<file path="src/sv/rcpt_pkg.sv">
// Package for the radius collect point table: sizes, codes and payload types.
// Used by every module of the block; depends on nothing.
`default_nettype none

package rcpt_pkg;

  localparam int CAPACITY   = 64;
  localparam int COORD_BITS = 24;

  localparam int POS_W   = 24;
  localparam int TAG_W   = 4;
  localparam int REACH_W = 23;
  localparam int CNT_W   = $clog2(CAPACITY + 1);
  localparam int SQ_W    = 2 * COORD_BITS;
  localparam int R2_W    = 2 * REACH_W;
  localparam int CMP_W   = (SQ_W + 1 > R2_W) ? SQ_W + 1 : R2_W;

  typedef logic signed [COORD_BITS-1:0] coord_t;

  typedef enum logic [1:0] {
    KIND_ADD     = 2'd0,
    KIND_COLLECT = 2'd1,
    KIND_CLEAR   = 2'd2
  } kind_t;

  typedef enum logic [2:0] {
    STAT_HIT     = 3'd0,
    STAT_NONE    = 3'd1,
    STAT_ADDED   = 3'd2,
    STAT_FULL    = 3'd3,
    STAT_CLEARED = 3'd4
  } status_t;

  typedef enum logic {
    ST_IDLE = 1'b0,
    ST_SCAN = 1'b1
  } state_t;

  typedef struct packed {
    kind_t                    kind;
    logic signed [POS_W-1:0]  pos_x;
    logic signed [POS_W-1:0]  pos_y;
    logic [TAG_W-1:0]         tag_in;
    logic [REACH_W-1:0]       reach;
  } in_t;

  typedef struct packed {
    status_t          status;
    logic [TAG_W-1:0] tag_out;
    logic             last;
  } out_t;

  typedef struct packed {
    coord_t           x;
    coord_t           y;
    logic [TAG_W-1:0] tag;
  } entry_t;

  typedef struct packed {
    logic shift;
    logic load;
  } cell_ctrl_t;

  typedef struct packed {
    logic   vld;
    logic   hit;
    entry_t ent;
  } dec_t;

endpackage

`default_nettype wire

</file>
<file path="src/sv/rcpt_dist.sv">
// Distance pipeline: absolute differences, squares, then compare against the squared radius.
// Depends on rcpt_pkg.
`default_nettype none

module rcpt_dist (
  input  wire                     clk,
  input  wire                     rst_n,
  input  wire                     pop,
  input  rcpt_pkg::entry_t        head,
  input  rcpt_pkg::coord_t        qx,
  input  rcpt_pkg::coord_t        qy,
  input  wire [rcpt_pkg::R2_W-1:0] r2,
  output rcpt_pkg::dec_t          dec,
  output logic                    busy
);
  import rcpt_pkg::*;

  logic [COORD_BITS:0]   diff_x, diff_y;
  logic [COORD_BITS-1:0] neg_x, neg_y;
  logic [COORD_BITS-1:0] adx, ady;

  logic                  s1_vld_r;
  entry_t                s1_ent_r;
  logic [COORD_BITS-1:0] s1_dx_r, s1_dy_r;

  logic                  s2_vld_r;
  entry_t                s2_ent_r;
  logic [SQ_W-1:0]       s2_sqx_r, s2_sqy_r;

  logic [CMP_W-1:0]      dist2;

  // sign-extend by one bit so the difference cannot wrap
  assign diff_x = {qx[COORD_BITS-1], qx} - {head.x[COORD_BITS-1], head.x};
  assign diff_y = {qy[COORD_BITS-1], qy} - {head.y[COORD_BITS-1], head.y};
  assign neg_x  = -diff_x[COORD_BITS-1:0];
  assign neg_y  = -diff_y[COORD_BITS-1:0];
  assign adx    = diff_x[COORD_BITS] ? neg_x : diff_x[COORD_BITS-1:0];
  assign ady    = diff_y[COORD_BITS] ? neg_y : diff_y[COORD_BITS-1:0];

  always_ff @(posedge clk) begin
    if (!rst_n) begin
      s1_vld_r <= 1'b0;
      s2_vld_r <= 1'b0;
    end else begin
      s1_vld_r <= pop;
      s2_vld_r <= s1_vld_r;
    end
  end

  always_ff @(posedge clk) begin
    s1_ent_r <= head;
    s1_dx_r  <= adx;
    s1_dy_r  <= ady;
    s2_ent_r <= s1_ent_r;
    s2_sqx_r <= SQ_W'(s1_dx_r) * SQ_W'(s1_dx_r);
    s2_sqy_r <= SQ_W'(s1_dy_r) * SQ_W'(s1_dy_r);
  end

  assign dist2   = CMP_W'(s2_sqx_r) + CMP_W'(s2_sqy_r);
  assign dec.vld = s2_vld_r;
  assign dec.hit = (dist2 <= CMP_W'(r2));
  assign dec.ent = s2_ent_r;
  assign busy    = s1_vld_r | s2_vld_r;

endmodule

`default_nettype wire

</file>
<file path="config.mk">
export PLATFORM = sky130hd
export DESIGN_NAME = rcpt_dist
export DESIGN_NICKNAME = d
export VERILOG_FILES = /design/src/sv/rcpt_pkg.sv /design/src/sv/rcpt_dist.sv
export SDC_FILE = /design/constraint.sdc
export NUM_CORES = 2
export LEC_CHECK = 0
export ABC_AREA = 1
export BUFFER_PORTS_ARGS = -buffer_cell sky130_fd_sc_hd__buf_2
export CAP_MARGIN = 20
export CORE_MARGIN = 2
export CORE_UTILIZATION = 30
export DETAILED_ROUTE_END_ITERATION = 7
export SYNTH_ARGS = -nofsm -noshare
export SYNTH_HDL_FRONTEND = slang
export SYNTH_SLANG_ARGS = --single-unit
</file>
<file path="constraint.sdc">
create_clock -name clk -period 8.5 [get_ports clk]
set_input_delay 0.85 -clock clk [delete_from_list [all_inputs] [get_ports clk]]
set_output_delay 0.85 -clock clk [all_outputs]
set_load 0.02 [all_outputs]
</file>
# Word-level counts from Yosys, hierarchy flattened
# Index checks and enable logic that the tools add are counted.
[word_totals] ff_bits=250 input_bits=149 output_inout_bits=55 word_cells=23
[classes] n_addsub=5 mul=2 n_lt_le_gt_ge=1 n_mux=2 n_bitwise=1
[op_table] op="$mul 24x24->48" count=2
[op_table] op="$sub 24x24->25" count=2
[op_table] op="$add 48x48->49" count=1
[op_table] op="$le 49x46->1" count=1
[op_table] op="$mux 24" count=2
[op_table] op="$neg 24->24" count=2
[op_table] op="$or 1x1->1" count=1

# Logic depth before layout (Yosys ltp)
[depth] depth_word=3 depth_mapped=30 mapped_depth_nobuf=29

# Least setup slack after synthesis
# Ideal clock, no wire load.
[synth_timing] path_kind="register -> register" startpoint="reg s1_dx_r[14]" endpoint="reg s2_sqx_r[33]" setup_ps=113 arrival_ps=6165 required_time_ps=8387 setup_slack_ps=2222 stages_incl_launch_ff=27 synth_period_minus_slack_ps=6278 path_cell_list="dfxtp_1 -> clkbuf_1 -> nand2_1 -> fa_1 -> inv_1 -> fa_1 -> inv_1 -> fa_1 -> inv_1 -> fa_1 -> inv_1 -> fa_1 -> inv_1 -> fa_1 -> inv_1 -> fa_1 -> inv_1 -> ha_1 -> a21oi_1 -> o21ai_0 -> a21oi_1 -> nand3_1 -> a21boi_0 -> nand3b_1 -> nand3_1 -> nand2_1 -> nand2_1"
[synth_between] elab_chain_cells=1
[synth_rtl] element="start, declared" line="rcpt_dist.sv:24" text="logic [COORD_BITS-1:0] s1_dx_r, s1_dy_r;"
[synth_rtl] element="start signal, assigned" line="rcpt_dist.sv:52" text="s1_dx_r <= adx;"
[synth_rtl] element="$mul 24x24->48" line="rcpt_dist.sv:55" text="s2_sqx_r <= SQ_W'(s1_dx_r) * SQ_W'(s1_dx_r);"
[synth_rtl] element="end signal, assigned" line="rcpt_dist.sv:55"
[synth_rtl] element="end, declared" line="rcpt_dist.sv:28" text="logic [SQ_W-1:0] s2_sqx_r, s2_sqy_r;"
# No other way between the ends.
# A chain may end at the register's enable or synchronous reset.

# Worst setup path after layout
[layout_timing] startpoint="reg s1_dy_r[4]" endpoint="reg s2_sqy_r[38]"
[layout_between] elab_chain_cells=1
[layout_rtl] element="start, declared" line="rcpt_dist.sv:24"
[layout_rtl] element="start signal, assigned" line="rcpt_dist.sv:53" text="s1_dy_r <= ady;"
[layout_rtl] element="$mul 24x24->48" line="rcpt_dist.sv:56" text="s2_sqy_r <= SQ_W'(s1_dy_r) * SQ_W'(s1_dy_r);"
[layout_rtl] element="end signal, assigned" line="rcpt_dist.sv:56"
[layout_rtl] element="end, declared" line="rcpt_dist.sv:28"
# No other way between the ends.

==> summary.txt <==
Kind of critical path: reg2reg
Clock tree from TritonCTS: yes
Count of endpoints failing hold in the final timing report: 0
Post-CTS setup buffers: 0
Via count of the first global-routing pass: 40241
Cell-by-cell trace of the critical path: buf_4, nand2_1, fa_1, inv_1, fa_1, inv_1, fa_1, inv_1, fa_1, fa_1, fa_1, inv_1, fa_1, inv_1, ha_1, a21oi_1, o21ai_0, a21oi_1, nor3b_1, o21ai_0, a21oi_1, xnor2_1
Sum of buffers and inverters on the critical path: 6
Width of the die: 401 um
Clock insertion delay at the later pin of the skew report: 610 ps
Wire length of the first global-routing pass: 210000 um
Global-route usage over all layers: 16.1%
Max Fanout on Critical Path: 14
Peak Freq: 136 MHz
Post-Syn Area: 0.0474 sq mm
Syn nets: 7526
Vias per cell: 4.50
Floorplan row count: 145
Pin count of the biggest net entering global routing: 31
Core Area: 0.157 sq mm
Filler cell count in the final layout: 16565
Total wire length: 127000 um
Slowest stage cell on the critical path: dfxtp_1
Clock tree root driver cell: clkbuf_16
Worst-Margin Slew: 1130 ps
Slowest stage delay, CP: 890 ps
Unrepaired setup endpoints after global routing: false
Quantity of hold-fixing buffers added after cts: 0
Final ANT Viol Nets: 0
Share of post-route cells with drive strength above 1: 6.01%
MaxCap Viol Count: 0
Effective utilization at floorplan: 30.3%
Worst-case headroom to the max-slew limit: 24.4%
Part of the Yosys area used for sequential elements: 10.5%
Syn avg cell area: 7.86 sq um
Floorplan die height: 401 um
Top delay family on crit path: adder cells
Area growth from synthesis to layout: 9.72%
Drt drc: 0
Number of synthesized flops with an enable pin: 0
Number of detailed-route iterations in the first pass: 6
CTS sink cnt: 248
Worst Setup End Kind: flip-flop
#FFs+latches synth: 248
Number of antenna violations at the first check in global routing: 20
Setup-failing EPs final: 0
Synthesized instance count: 6032
Net count reported at finish: 7709
Startpoint class of the critical path: flip-flop
GRT Residual Overflow: 0
Final instance count without filler cells: 8298
Min-Delay Path Class: reg2reg
Total CTS buffers: 29
Share of flip-flops with an asynchronous set or reset: 0%
Slew Limit Fails: 0
Iter 0 DRT Violations: 2127
Number of placed cells counting well taps: 8240
Max H-tree Level: 1
Setup tns final: 0 ps
Part of the cycle the worst path needs: 86.3%
Clock slew at reported path FFs: 60 ps
Top-level I/O count: 204
Routed wire per std cell: 15.3 um
Die area: 0.161 sq mm
Longest Clk Path Bufs: 3
Via count: 37379
Final period demand of the worst path: 7340 ps
Worst path required time: 9030 ps
Outcome: finished clean
Most frequent cell on the critical path: fa_1
Most instantiated flip-flop cell in the synthesis netlist: dfxtp_1
Synth cell types: 53
Final clock skew: 30.1 ps
Placer congestion estimate: 0.902
Half-perimeter wire length after detailed placement: 111000 um
Setup slack, reg-to-reg: 1160 ps
Number of warnings issued by yosys: 0
Core occupancy in the finished layout: 33.2%
Post_cts resized: 0
Arrival time worst endpoint: 7870 ps
Input/output buffers: 203
[cells in the final DEF, fill, tap and decap left out, types with 52 or more instances in the layout]
cell,count
nand2_1,1263
nor2_1,273
a21oi_1,228
dfxtp_1,248
inv_1,1794
nand3_1,130
buf_4,52
o21ai_0,117
buf_2,203
fa_1,845
xnor2_1,64
nand4_1,62
xor2_1,127
ha_1,500
[final timing paths]
path | from | cells after the start | endpoint
worst min register to register | s1_ent_r[6]$_DFF_P_ | 0 | dec[6]$_DFF_P_
worst min-delay path | s1_ent_r[6]$_DFF_P_ | 0 | dec[6]$_DFF_P_
worst max-delay path | s1_dy_r[4]$_DFF_P_ | 22 | s2_sqy_r[38]$_DFF_P_
worst max register to register | s1_dy_r[4]$_DFF_P_ | 22 | s2_sqy_r[38]$_DFF_P_
[per-layer routing]
layer  track usage [%]  part of all wire, %
met5                 0                0.034
met4              3.61                  2.1
met3              1.68                  5.0
met2              28.6                   49
met1              20.9                   44
[metrics by stage]
step                      setup slack (ps)  instance area (sq um)  hold WS (ps)
after floorplan                       2220                  47400           310
after global placement                1210                  51000           310
after detailed placement              1240                  51000           312
after CTS                             1220                  51900           314
after global routing                   763                  52000           328
final                                 1160                  52000           323
[synthesized netlist by cell type, drive strengths merged (66+ instances only)]
cell	instances	area share (%)
a21oi	236	2.6
clkbuf	99	0.78
dfxtp	248	10
fa	845	36
ha	500	13
inv	1808	14
nand2	1282	10
nand3	135	1.5
nor2	285	2.3
o21ai	127	1.4
xnor2	66	1.3
xor2	128	2.4
[kinds of logic (layout without fill, tap and decap cells)]
logic type | count (synthesis) | in the layout | share of synthesized area (%)
AO/OA/AOI/OAI | 496 | 496 | 5.95
other | 0 | 5 | 0
buffers and inverters | 1913 | 2116 | 15.2
AND/OR/NAND/NOR | 1836 | 1836 | 15.9
XOR/XNOR | 194 | 194 | 3.62
adder cells (fa/ha/maj) | 1345 | 1345 | 48.9
flip-flops | 248 | 248 | 10.5
[worst reg2reg max path: cells and delay by family, from the launching register on]
| family | cells | cell delay [ps] |
|---|---|---|
| AO/OA/AOI/OAI | 5 | 1200 |
| adder cells (fa/ha/maj) | 8 | 3870 |
| buffers and inverters | 6 | 620 |
| flip-flops | 1 | 890 |
| AND/OR/NAND/NOR | 2 | 560 |
| XOR/XNOR | 1 | 130 |
[flip-flops by register name, indices dropped and copies added, names as in the netlist]
| name | cells |
|---|---|
| dec | 52 |
| s1_dx_r | 24 |
| s1_dy_r | 24 |
| s1_ent_r | 52 |
| s1_vld_r | 1 |
| s2_sqx_r | 47 |
| s2_sqy_r | 47 |
| s2_vld_r | 1 |
[cell type report]
type	count	area [sq um]	area share, %
timing repair buffer	257	1450	2.79
antenna	5	12.5	0.0241
clock inverter	15	209	0.402
tap	2058	2570	4.95
clock buffer	36	772	1.48
multi-input combinational	3871	35200	67.8
sequential	248	4960	9.55
inverter	1808	6790	13.1
Power is left out: the tool's default activity adds up to more than one toggle a clock period on the data nets, which glitch-free logic cannot reach.
